**src/rtl/stb_pkg.sv**
```systemverilog
`timescale 1ns / 1ps
// ----------------------------------------------------------------------------
// stb_pkg
// Shared types, constants and the duration saturation function for the software timer bank.
// ----------------------------------------------------------------------------
package stb_pkg;

   localparam int unsigned ACTION_W   = 4;
   localparam int unsigned ID_W       = 3;
   localparam int unsigned TIME_W     = 16;
   localparam int unsigned PERIOD_W   = 6;
   localparam int unsigned MAX_PERIOD = 32;

   typedef enum logic [ACTION_W-1:0] {
      ACT_TICK       = 4'd0,
      ACT_ONESHOT    = 4'd1,
      ACT_REPEAT     = 4'd2,
      ACT_POLL       = 4'd3,
      ACT_WATCH_SET  = 4'd4,
      ACT_WATCH_READ = 4'd5,
      ACT_SPLIT      = 4'd6,
      ACT_STOP       = 4'd7,
      ACT_CLOCK      = 4'd8
   } action_type;

   // Controller to datapath commands.
   typedef struct packed {
      logic capture;   // latch request, launch entry read
      logic execute;   // apply the action, register the result
   } cmd_type;

   function automatic logic [PERIOD_W-1:0] sat_duration(input logic [TIME_W-1:0] dur);
      logic [PERIOD_W-1:0] res;
      if (dur > TIME_W'(MAX_PERIOD)) begin
         res = PERIOD_W'(MAX_PERIOD);
      end else begin
         res = dur[PERIOD_W-1:0];
      end
      return res;
   endfunction

endpackage

```
**src/rtl/stb_ram.sv**
```systemverilog
`timescale 1ns / 1ps
// ----------------------------------------------------------------------------
// stb_ram
// Generic single-write, single-read RAM with registered read data.
// ----------------------------------------------------------------------------
module stb_ram #(
   parameter int unsigned WIDTH = 8,
   parameter int unsigned DEPTH = 8
) (
   input  logic                                   clock,
   input  logic                                   wr_en,
   input  logic [(DEPTH > 1 ? $clog2(DEPTH) : 1)-1:0] wr_addr,
   input  logic [WIDTH-1:0]                       wr_data,
   input  logic                                   rd_en,
   input  logic [(DEPTH > 1 ? $clog2(DEPTH) : 1)-1:0] rd_addr,
   output logic [WIDTH-1:0]                       rd_data
);

   logic [WIDTH-1:0] mem_ff [DEPTH];
   logic [WIDTH-1:0] rd_data_ff;

   always_ff @(posedge clock) begin
      if (wr_en) begin
         mem_ff[wr_addr] <= wr_data;
      end
      if (rd_en) begin
         rd_data_ff <= mem_ff[rd_addr];
      end
   end

   assign rd_data = rd_data_ff;

endmodule

```
**src/rtl/stb_ctrl.sv**
```systemverilog
`timescale 1ns / 1ps
// ----------------------------------------------------------------------------
// stb_ctrl
// Two-state controller: accept a request, then execute it and strobe result.
// ----------------------------------------------------------------------------
module stb_ctrl (
   input  logic             clock,
   input  logic             reset,
   input  logic             start,
   output logic             busy,
   output logic             rsp_valid,
   output stb_pkg::cmd_type cmd
);

   typedef enum logic [1:0] {
      ST_IDLE = 2'b01,
      ST_EXEC = 2'b10
   } state_type;

   state_type state_ff, state_in;
   logic      strobe_ff, strobe_in;

   always_comb begin
      state_in    = state_ff;
      strobe_in   = 1'b0;
      cmd.capture = 1'b0;
      cmd.execute = 1'b0;
      unique case (state_ff)
         ST_IDLE: begin
            if (start) begin
               cmd.capture = 1'b1;
               state_in    = ST_EXEC;
            end
         end
         ST_EXEC: begin
            cmd.execute = 1'b1;
            strobe_in   = 1'b1;
            state_in    = ST_IDLE;
         end
         default: begin
            state_in = ST_IDLE;
         end
      endcase
   end

   always_ff @(posedge clock) begin
      if (reset) begin
         state_ff  <= ST_IDLE;
         strobe_ff <= 1'b0;
      end else begin
         state_ff  <= state_in;
         strobe_ff <= strobe_in;
      end
   end

   assign busy      = (state_ff != ST_IDLE);
   assign rsp_valid = strobe_ff;

endmodule

```
**src/rtl/stb_datapath.sv**
```systemverilog
`timescale 1ns / 1ps
// ----------------------------------------------------------------------------
// stb_datapath
// Clock counter, per-timer flags, trigger/period RAM and result registers.
// ----------------------------------------------------------------------------
module stb_datapath #(
   parameter int unsigned NUM_TIMERS = 8
) (
   input  logic                                  clock,
   input  logic                                  reset,
   input  stb_pkg::cmd_type                      cmd,
   input  logic [stb_pkg::ACTION_W-1:0]          req_action,
   input  logic [stb_pkg::ID_W-1:0]              req_timer_id,
   input  logic [stb_pkg::TIME_W-1:0]            req_duration,
   output logic                                  rsp_tripped,
   output logic [stb_pkg::TIME_W-1:0]            rsp_value
);

   localparam int unsigned IDX_W   = (NUM_TIMERS > 1) ? $clog2(NUM_TIMERS) : 1;
   localparam int unsigned ENTRY_W = stb_pkg::TIME_W + stb_pkg::PERIOD_W;

   // request captured at transfer
   logic [stb_pkg::ACTION_W-1:0] action_ff;
   logic [IDX_W-1:0]             idx_ff;
   logic                         ok_ff;
   logic [stb_pkg::TIME_W-1:0]   duration_ff;

   logic [stb_pkg::TIME_W-1:0]   clock_ms_ff, clock_ms_in;
   logic [NUM_TIMERS-1:0]        armed_ff, armed_in;
   logic [NUM_TIMERS-1:0]        watch_ff, watch_in;
   logic                         tripped_ff, tripped_in;
   logic [stb_pkg::TIME_W-1:0]   value_ff, value_in;

   logic                         mem_we;
   logic [ENTRY_W-1:0]           mem_wdata;
   logic [ENTRY_W-1:0]           mem_rdata;
   logic [stb_pkg::TIME_W-1:0]   trig_rd;
   logic [stb_pkg::PERIOD_W-1:0] per_rd;
   logic [stb_pkg::TIME_W-1:0]   diff;
   logic [stb_pkg::PERIOD_W-1:0] dur_sat;

   stb_ram #(
      .WIDTH (ENTRY_W),
      .DEPTH (NUM_TIMERS)
   ) u_entry_ram (
      .clock   (clock),
      .wr_en   (mem_we),
      .wr_addr (idx_ff),
      .wr_data (mem_wdata),
      .rd_en   (cmd.capture),
      .rd_addr (IDX_W'(req_timer_id)),
      .rd_data (mem_rdata)
   );

   assign trig_rd = mem_rdata[ENTRY_W-1 -: stb_pkg::TIME_W];
   assign per_rd  = mem_rdata[stb_pkg::PERIOD_W-1:0];
   assign diff    = clock_ms_ff - trig_rd;
   assign dur_sat = stb_pkg::sat_duration(duration_ff);

   always_ff @(posedge clock) begin
      if (cmd.capture) begin
         action_ff   <= req_action;
         idx_ff      <= IDX_W'(req_timer_id);
         ok_ff       <= (int'(req_timer_id) < NUM_TIMERS);
         duration_ff <= req_duration;
      end
      if (cmd.execute) begin
         tripped_ff <= tripped_in;
         value_ff   <= value_in;
      end
   end

   always_comb begin
      clock_ms_in = clock_ms_ff;
      armed_in    = armed_ff;
      watch_in    = watch_ff;
      mem_we      = 1'b0;
      mem_wdata   = mem_rdata;
      tripped_in  = 1'b0;
      value_in    = '0;
      if (cmd.execute) begin
         unique case (stb_pkg::action_type'(action_ff))
            stb_pkg::ACT_TICK: begin
               clock_ms_in = clock_ms_ff + 1'b1;
            end
            stb_pkg::ACT_CLOCK: begin
               value_in = clock_ms_ff;
            end
            stb_pkg::ACT_ONESHOT, stb_pkg::ACT_REPEAT: begin
               if (ok_ff) begin
                  mem_we    = 1'b1;
                  mem_wdata = {clock_ms_ff + stb_pkg::TIME_W'(dur_sat),
                               (action_ff == stb_pkg::ACT_REPEAT) ? dur_sat
                                                                  : stb_pkg::PERIOD_W'(0)};
                  watch_in[idx_ff] = 1'b0;
                  armed_in[idx_ff] = 1'b1;
               end
            end
            stb_pkg::ACT_POLL: begin
               // expired when clock - trigger is non-negative as a signed value
               if (ok_ff && armed_ff[idx_ff] && !diff[stb_pkg::TIME_W-1]) begin
                  tripped_in = 1'b1;
                  if (per_rd != '0) begin
                     mem_we    = 1'b1;
                     mem_wdata = {trig_rd + stb_pkg::TIME_W'(per_rd), per_rd};
                  end else begin
                     armed_in[idx_ff] = 1'b0;
                  end
               end
            end
            stb_pkg::ACT_WATCH_SET: begin
               if (ok_ff) begin
                  mem_we    = 1'b1;
                  mem_wdata = {clock_ms_ff, per_rd};
                  watch_in[idx_ff] = 1'b1;
                  armed_in[idx_ff] = 1'b0;
               end
            end
            stb_pkg::ACT_WATCH_READ: begin
               if (ok_ff && watch_ff[idx_ff]) begin
                  value_in = diff;
               end
            end
            stb_pkg::ACT_SPLIT: begin
               if (ok_ff && watch_ff[idx_ff]) begin
                  value_in  = diff;
                  mem_we    = 1'b1;
                  mem_wdata = {clock_ms_ff, per_rd};
               end
            end
            stb_pkg::ACT_STOP: begin
               if (ok_ff) begin
                  armed_in[idx_ff] = 1'b0;
                  watch_in[idx_ff] = 1'b0;
               end
            end
            default: begin
            end
         endcase
      end
   end

   always_ff @(posedge clock) begin
      if (reset) begin
         clock_ms_ff <= '0;
         armed_ff    <= '0;
         watch_ff    <= '0;
      end else begin
         clock_ms_ff <= clock_ms_in;
         armed_ff    <= armed_in;
         watch_ff    <= watch_in;
      end
   end

   assign rsp_tripped = tripped_ff;
   assign rsp_value   = value_ff;

endmodule

```
**src/rtl/soft_timer_bank.sv**
```systemverilog
`timescale 1ns / 1ps
// ----------------------------------------------------------------------------
// soft_timer_bank
// Millisecond clock and a bank of one-shot/repeating timers and stopwatches.
// ----------------------------------------------------------------------------
// Result: the result strobe rsp_valid is registered and follows the request
//   transfer after the entry RAM read and then the execute state.
// Requests: a new request is not taken before the last one is through; busy
//   covers the execute cycle that follows the registered read of the timer's entry RAM.
// Reset: synchronous; clears the clock, all armed and stopwatch flags and the
//   controller. Entry RAM contents are not cleared.
// ----------------------------------------------------------------------------
module soft_timer_bank #(
   parameter int unsigned NUM_TIMERS = 8
) (
   input  logic                              clock,
   input  logic                              reset,
   input  logic                              start,
   output logic                              busy,
   input  logic [stb_pkg::ACTION_W-1:0]      req_action,
   input  logic [stb_pkg::ID_W-1:0]          req_timer_id,
   input  logic [stb_pkg::TIME_W-1:0]        req_duration,
   output logic                              rsp_valid,
   output logic                              rsp_tripped,
   output logic [stb_pkg::TIME_W-1:0]        rsp_value
);

   stb_pkg::cmd_type cmd;

   stb_ctrl u_ctrl (
      .clock     (clock),
      .reset     (reset),
      .start     (start),
      .busy      (busy),
      .rsp_valid (rsp_valid),
      .cmd       (cmd)
   );

   stb_datapath #(
      .NUM_TIMERS (NUM_TIMERS)
   ) u_datapath (
      .clock        (clock),
      .reset        (reset),
      .cmd          (cmd),
      .req_action   (req_action),
      .req_timer_id (req_timer_id),
      .req_duration (req_duration),
      .rsp_tripped  (rsp_tripped),
      .rsp_value    (rsp_value)
   );

   // a transfer always leads into the execute state
   assert property (@(posedge clock) disable iff (reset)
      (start && !busy) |=> busy)
      else $error("transfer did not enter execute");

   assert property (@(posedge clock) disable iff (reset)
      busy |=> (!busy && rsp_valid))
      else $error("execute did not end with a result strobe");

   assert property (@(posedge clock) disable iff (reset)
      rsp_valid |-> !busy)
      else $error("result strobe while still executing");

   // only a poll can trip, and tripped never comes with a value
   assert property (@(posedge clock) disable iff (reset)
      (rsp_valid && rsp_tripped) |-> (rsp_value == '0))
      else $error("tripped result carries a value");

endmodule
```
**config.mk**
```make
export PLATFORM = sky130hd
export DESIGN_NAME = soft_timer_bank
export DESIGN_NICKNAME = d
export VERILOG_FILES = /design/src/rtl/stb_pkg.sv /design/src/rtl/stb_ram.sv /design/src/rtl/stb_ctrl.sv /design/src/rtl/stb_datapath.sv /design/src/rtl/soft_timer_bank.sv
export SDC_FILE = /design/constraint.sdc
export NUM_CORES = 1
export LEC_CHECK = 0
export BUFFER_PORTS_ARGS = -buffer_cell sky130_fd_sc_hd__buf_2
export CAP_MARGIN = 20
export CORE_ASPECT_RATIO = 2
export CORE_MARGIN = 4
export CORE_UTILIZATION = 55
export DETAILED_ROUTE_END_ITERATION = 6
export PLACE_DENSITY = 0.82
export RECOVER_POWER = 100
export SLEW_MARGIN = 30
export SYNTH_ARGS = -nofsm -noshare
export SYNTH_HDL_FRONTEND = slang
export SYNTH_SLANG_ARGS = --single-unit
```
**constraint.sdc**
```tcl
create_clock -name clock -period 3.83 [get_ports clock]
set_input_delay 0.1915 -clock clock [delete_from_list [all_inputs] [get_ports clock]]
set_output_delay 0.1915 -clock clock [all_outputs]
set_load 0.02 [all_outputs]
```
==> summary.txt, run 1 <==
Critical path
  • Setup crit end kind: flip-flop
  • Crit Path Max Fanout: 8
  • Critical path arrival: 4.23 ns
  • Critical path, cell by cell: or4_4, o21a_1, nor2_2, nand2_2, inv_2, ha_4, buf_4, a21o_4, o2111ai_2, a311oi_2, o221a_2, mux2i_1, o21ai_0, a41oi_2, o21ai_0, buf_4
  • Worst Path Required: 4.10 ns
  • CP max stage cell: or4_4
  • Startpoint types: flip-flop
  • Critical path type: reg -> reg
  • CP peak stage delay: 0.55 ns

CTS
  • Clock Tree Buf Depth: 3
  • Clock H-tree levels: 1
  • CTS root buf: clkbuf_16
  • Worst skew pair latency: 0.53 ns
  • CTS sink count: 273
  • Clk slew on worst S/H paths: 0.07 ns
  • Total CTS buffers: 23
  • TritonCTS clock tree: done

Place
  • DP Worst Slack: -0.4049 ns
  • Post-DP HPWL: 20,980 um
  • Dpl cells: 1,279
  • Cell Area, Placed: 13,830 um^2
  • RePlAce Congestion: 1.025
  • Port Buffers: 44

Routing
  • Post-route antenna net violation count: 0
  • Drt pass-1 iters: 5
  • Avg WL per Cell: 24.47 um
  • Starting DRT DRC Count: 953
  • Via density: 6.577
  • Remaining routing DRC violations: 0
  • Routed wire length: 32,960 um
  • Via count: 8,859

Global routing
  • Total gr overflow: 0
  • Tot GR Track Use: 25.89%
  • First-pass GRT wire length: 51,140 um
  • Largest net degree at the start of global routing: 46
  • Number of global-route vias before repair: 9,163
  • Initial antenna violation count: 0

Synthesis
  • Seq cells post-synth: 273
  • Register area share after synthesis: 60.91%
  • Ys Warns: 0
  • Synth Instances: 944
  • Main synth FF type: edfxtp_1
  • Synthesized net count: 999
  • Post-synthesis cell type count: 75
  • Asr flop ratio synth: 0%
  • Avg Inst Size Synth: 13.65 um^2
  • Synth Cell Area: 12,880 um^2
  • Number of flops mapped to enable cells by yosys: 238

Timing
  • Worst slew pin tran: 2.800 ns
  • Tcrit/Tclk final: 103.3%
  • Setup_tns: -3.486 ns
  • Max-slew violations: 138
  • Final hold violation count: 0
  • Final setup viols: 56
  • Hold WS: 0.02632 ns
  • Final Critical Period: 3.956 ns
  • Unrepaired setup endpoints after global routing: true
  • Slew HR: -86.68%
  • Worst setup margin: -0.1264 ns
  • Worst Clk Skew: 0.01888 ns
  • Fmax: 252.8 MHz

Floorplanning
  • Core area: 23,130 um^2
  • DIE HEIGHT: 224.4 um
  • # rows: 79
  • Initial Utilization: 55.70%
  • Ports: 45
  • Die width: 116.2 um
  • Die area: 26,090 um^2

Final layout
  • Fillers: 1,555
  • Layout Cells excl Fill: 1,347
  • Layout cells sized above 1: 21.80%
  • Inserted Diodes: 0
  • Area growth syn-to-layout: 16.47%
  • Final Cell Area: 15,010 um^2
  • Final nets: 1,104

Power and ir drop
  • Combinational power share: 7.6%
  • Max VDD drop: 0.0004054 V
  • Cell-internal power: 4867 uW
  • Pwr dens: 414.0 nW/um^2
  • Clock network power share: 38.7%
  • Sequential power share: 53.7%
  • Pleak: 0.005162 uW
  • Switching share of power: 21.67%
  • Net Sw Power: 1346 uW

Run
  • Maxcap violations: 4

Status
  • Failing checks: max-capacitance violations, max-slew violations, negative setup slack
  • Status: finished with violations

Min path
  • Hold Path Class: in -> reg
-- per-layer routing --
metal  track usage (%)  vias up  part of all wire [%]
li1                  -     3853                     -
met1             28.49     4375                    34
met2             45.58      456                    53
met3             4.120      175                   5.7
met4             16.00        0                   7.4
met5                 0        -                     0
-- path summary, 6_finish.rpt --
path	slack [ns]	depth (start not counted)	end	startpoint
min	0.03	3	u_ctrl.state_ff[0]	start
max	-0.13	16	u_datapath.u_entry_ram.mem_ff[0][13]	u_datapath.duration_ff[2]
max reg2reg	-0.13	16	u_datapath.u_entry_ram.mem_ff[0][13]	u_datapath.duration_ff[2]
min reg2reg	0.48	2	flip-flop	flip-flop
-- cells by family after synthesis --
| family | after synthesis | share of synthesized area [%] |
|---|---|---|
| flip-flops | 273 | 60.91 |
| AND/OR/NAND/NOR | 242 | 9.459 |
| AO/OA/AOI/OAI | 190 | 9.692 |
| multiplexers | 89 | 11.79 |
| buffers and inverters | 81 | 2.418 |
| XOR/XNOR | 38 | 2.583 |
| adder cells (fa/ha/maj) | 31 | 3.147 |
-- sequential cells by signal, indices dropped and copies added (netlist names), named ones only --
register                        flops
u_datapath.rsp_tripped              1
u_ctrl.state_ff                     2
u_ctrl.rsp_valid                    1
u_datapath.rsp_value               16
u_datapath.duration_ff             16
u_datapath.u_entry_ram.rd_data     22
u_datapath.action_ff                4
u_datapath.idx_ff                   3
u_datapath.u_entry_ram.mem_ff     176
u_datapath.clock_ms_ff             16
-- area by class of cell --
cell class / instances / area, um^2 / share of cell area (%)
Tap cell: 283 / 354.1 / 2.360
Multi-Input combinational cell: 590 / 4942 / 32.94
Timing Repair Buffer: 126 / 963.4 / 6.420
Clock buffer: 26 / 586.8 / 3.911
Inverter: 35 / 132.6 / 0.8839
Clock inverter: 14 / 178.9 / 1.192
Sequential cell: 273 / 7848 / 52.30
-- synth_stat cells (4+ instances only) --
library cell | number | area, um^2
nor2_1 | 45 | 168.9
or4_1 | 4 | 30.03
a21oi_1 | 47 | 235.2
ha_1 | 26 | 325.3
nand3_1 | 20 | 100.1
dfxtp_1 | 35 | 700.7
o211ai_1 | 5 | 37.54
nand2b_1 | 21 | 131.4
xor2_1 | 14 | 122.6
edfxtp_1 | 238 | 7147
or2_2 | 4 | 25.02
nand4_1 | 7 | 43.79
or3_1 | 5 | 31.28
o31ai_1 | 4 | 30.03
nor2b_1 | 15 | 93.84
nor4_1 | 4 | 25.02
a31oi_1 | 10 | 62.56
buf_2 | 6 | 30.03
mux4_2 | 46 | 1036
o21ai_0 | 49 | 245.2
mux2i_1 | 19 | 190.2
and2_1 | 7 | 43.79
inv_1 | 35 | 131.4
a21o_1 | 7 | 52.55
nand2_1 | 65 | 244.0
a211oi_1 | 9 | 67.56
xnor2_1 | 24 | 210.2
buf_1 | 6 | 22.52
o2111ai_1 | 4 | 35.03
mux2_2 | 22 | 247.7
a2bb2oi_1 | 4 | 35.03
o21a_1 | 4 | 30.03
clkbuf_1 | 34 | 127.6
nor3_1 | 23 | 115.1
and3_1 | 9 | 56.30
-- stage by stage --
stage	power, uW	utilization [%]
finish	6213	64.88
global route	6401	64.88
CTS	6223	64.72
detailed placement	3811	59.79
global placement	3795	59.77
floorplan	3668	-
-- what timing repair did --
| action | CTS | global route |
|---|---|---|
| gates resized for setup | 27 | 16 |
| hold endpoints to repair | 20 | 0 |
| setup buffers | 6 | 2 |
| hold buffers | 20 | 0 |
| pin swaps | 14 | 15 |
| endpoints found under the setup margin | 96 | 288 |
-- cells in the final DEF, fill, tap and decap left out, drive strengths merged, types with 9 or more instances in the layout --
| cell | netlist | final |
|---|---|---|
| clkbuf | 34 | 53 |
| edfxtp | 238 | 238 |
| nor2 | 45 | 45 |
| xor2 | 14 | 14 |
| nor3 | 23 | 23 |
| nand2 | 67 | 67 |
| nand3 | 21 | 21 |
| dfxtp | 35 | 35 |
| mux4 | 46 | 46 |
| nand2b | 21 | 21 |
| a31oi | 10 | 10 |
| dlygate4sd3 | 0 | 20 |
| mux2 | 22 | 22 |
| a211oi | 9 | 9 |
| o21ai | 50 | 50 |
| buf | 12 | 79 |
| mux2i | 21 | 21 |
| nor2b | 15 | 15 |
| and3 | 9 | 9 |
| inv | 35 | 35 |
| xnor2 | 24 | 24 |
| ha | 26 | 26 |
| a21oi | 48 | 48 |
-- critical path, delay by kind of cell (launching register included) --
family | cells | cell delay, ns
AOI/OAI and AO/OA | 8 | 1.78
DFF | 1 | 0.39
buffers and inverters | 3 | 0.40
adders and majority gates | 1 | 0.14
muxes | 1 | 0.19
and+or+nand+nor | 3 | 0.80
-- power groups by stage --
stage	Clock, uW	Combinational, uW	Sequential (uW)
2_1_floorplan	0	293	3380
3_3_place_gp	0	400	3390
3_5_place_dp	0	416	3400
4_1_cts	2450	446	3330
5_1_grt	2560	501	3340
6_report	2410	469	3340
Note: power is estimated with default switching activity, not from simulation.
==> run 2, diff against run 1 <==
CORE_UTILIZATION = 56   (was 55)
PLACE_DENSITY = 0.83   (was 0.82)
==> summary.txt, run 2 (synthesis gave the netlist of run 1 again) <==
CTS
  • Clock H-tree levels: 1
  • TritonCTS clock tree: done
  • Clock Tree Buf Depth: 3
  • Worst skew pair latency: 0.53 ns
  • Total CTS buffers: 22
  • Clk slew on worst S/H paths: 0.07 ns
  • CTS sink count: 273
  • CTS root buf: clkbuf_16

Timing
  • Fmax: 249.9 MHz
  • Worst setup margin: -0.1715 ns
  • Worst Clk Skew: 0.01299 ns
  • Unrepaired setup endpoints after global routing: true
  • Tcrit/Tclk final: 104.5%
  • Final setup viols: 64
  • Final Critical Period: 4.002 ns
  • Max-slew violations: 116
  • Slew HR: -62.30%
  • Setup_tns: -5.862 ns
  • Worst slew pin tran: 2.421 ns
  • Final hold violation count: 0

Run
  • Maxcap violations: 3

Final layout
  • Most frequent cells in the layout: 238 x edfxtp_1, 65 x buf_4, 63 x nand2_1
  • Layout cells sized above 1: 23.48%
  • Fillers: 1,501
  • Most flop-heavy register: u_datapath.u_entry_ram.mem_ff
  • Final nets: 1,122
  • Max reg flops: 176
  • Inserted Diodes: 0
  • Core Util, Final: 66.82%
  • Area growth syn-to-layout: 17.43%
  • Commonest non-fill, non-tap cell in the layout: edfxtp_1

Power and ir drop
  • Clock network power share: 37.5%
  • Max VDD drop: 0.0004279 V
  • Combinational power share: 7.7%
  • Switching share of power: 22.29%
  • Cell-internal power: 4726 uW
  • Sequential power share: 54.9%
  • Net Sw Power: 1356 uW
  • Pwr dens: 402.0 nW/um^2
  • Pleak: 0.005274 uW

Global routing
  • Tot GR Track Use: 26.03%
  • Number of global-route vias before repair: 8,976
  • Largest net degree at the start of global routing: 46
  • Total gr overflow: 0
  • Initial antenna violation count: 0
  • First-pass GRT wire length: 50,680 um

Min path
  • Hold Path Class: in -> reg
  • Min-delay src: start

Critical path
  • Critical path arrival: 4.22 ns
  • Critical path type: reg -> reg
  • Startpoint types: flip-flop
  • R2R Path Start: u_datapath.duration_ff[2]
  • Setup crit end kind: flip-flop
  • FF-to-FF setup slack: -0.17 ns
  • Worst Path Required: 4.05 ns
  • Crit Path Max Fanout: 8
  • CP startpoint: u_datapath.duration_ff[2]

Floorplanning
  • Die width: 115.3 um
  • Ports: 45
  • Die area: 25,640 um^2
  • DIE HEIGHT: 222.5 um
  • Initial Utilization: 56.90%
  • Core area: 22,640 um^2
  • # rows: 78

Routing
  • Drt pass-1 iters: 7
  • Via count: 8,853
  • Starting DRT DRC Count: 907
  • Via density: 6.500
  • Remaining routing DRC violations: 1
  • Avg WL per Cell: 24.29 um
  • Post-route antenna net violation count: 0
  • Routed wire length: 33,090 um

Status
  • Status: finished with violations
  • Failing checks: design-rule violations, max-capacitance violations, max-slew violations, negative setup slack

Place
  • Post-DP HPWL: 21,160 um
  • Port Buffers: 44
  • RePlAce Congestion: 0.9673
run 2: changes by cell type in the layout (fill, tap and decap cells not counted), moves of 2 or more:
cell,previous run,this run
o21ai_1,3,6
buf_4,50,65
bufinv_16,4,2
o21ai_0,46,44
buf_6,1,3
run 2: cell type report:
cell class	instances	area, um^2	share of cell area (%)
clock inverters	14	126.4	0.8353
inverters	35	135.1	0.8932
flip-flops and latches	273	7848	51.87
repair buffers	145	1096	7.244
clock buffers	25	583.1	3.854
multi-input cells	590	4991	32.99
well taps	280	350.3	2.316
run 2: path summary, 6_finish.rpt:
path | cells after the start | to
setup / recovery | 17 | u_datapath.u_entry_ram.mem_ff[1][14]
hold / removal | 3 | u_ctrl.state_ff[0]
setup reg to reg | 17 | u_datapath.u_entry_ram.mem_ff[1][14]
hold reg to reg | 2 | flip-flop
run 2: power by group through the flow:
stage	clock network (uW)	registers, uW	logic [uW]
2_1_floorplan	0	3380	293
3_3_place_gp	0	3390	405
3_5_place_dp	0	3400	417
4_1_cts	2310	3330	444
5_1_grt	2430	3340	502
6_report	2280	3340	466
run 2: critical path: stages, from the launching register on:
cell and delay (ns):
edfxtp_1 0.40, or4_4 0.55, o21a_1 0.21, nor2_2 0.19, nand2_2 0.10, inv_2 0.09
ha_4 0.15, inv_2 0.05, fa_2 0.34, nand2b_4 0.15, maj3_2 0.33, o221ai_4 0.24
a21oi_4 0.13, buf_4 0.16, nor2_2 0.11, o21bai_2 0.09, a221oi_4 0.27, o22ai_4 0.14
run 2: layer usage:
metal  GRT usage [%]  share of wire (%)
met5               0                  0
met1           29.23                 34
met4           15.69                7.0
met2           45.83                 53
met3           3.489                5.5
run 2: per-stage QoR:
| stage | hold slack, ns | std cells | worst slack (ns) | power [uW] | cell area (um^2) |
|---|---|---|---|---|---|
| global placement | 0.3695 | 1284 | -0.1695 | 3799 | 13870 |
| CTS | 0.04824 | 1351 | -0.09984 | 6085 | 14930 |
| floorplan | 0.2904 | 944 | 0.08909 | 3668 | 12890 |
| global route | 0.03521 | 1362 | -0.2937 | 6273 | 15130 |
| finish | 0.01101 | 1362 | -0.1715 | 6081 | 15130 |
| detailed placement | 0.3701 | 1284 | -0.3524 | 3812 | 13870 |
run 2: repair_timing:
item / in CTS / in global routing
gates cloned: 0 / 0
endpoints found under the setup margin: 80 / 296
setup buffers: 8 / 11
hold buffers: 20 / 0
hold endpoints to repair: 20 / 0
pin swaps: 13 / 16
gates resized for setup: 18 / 38
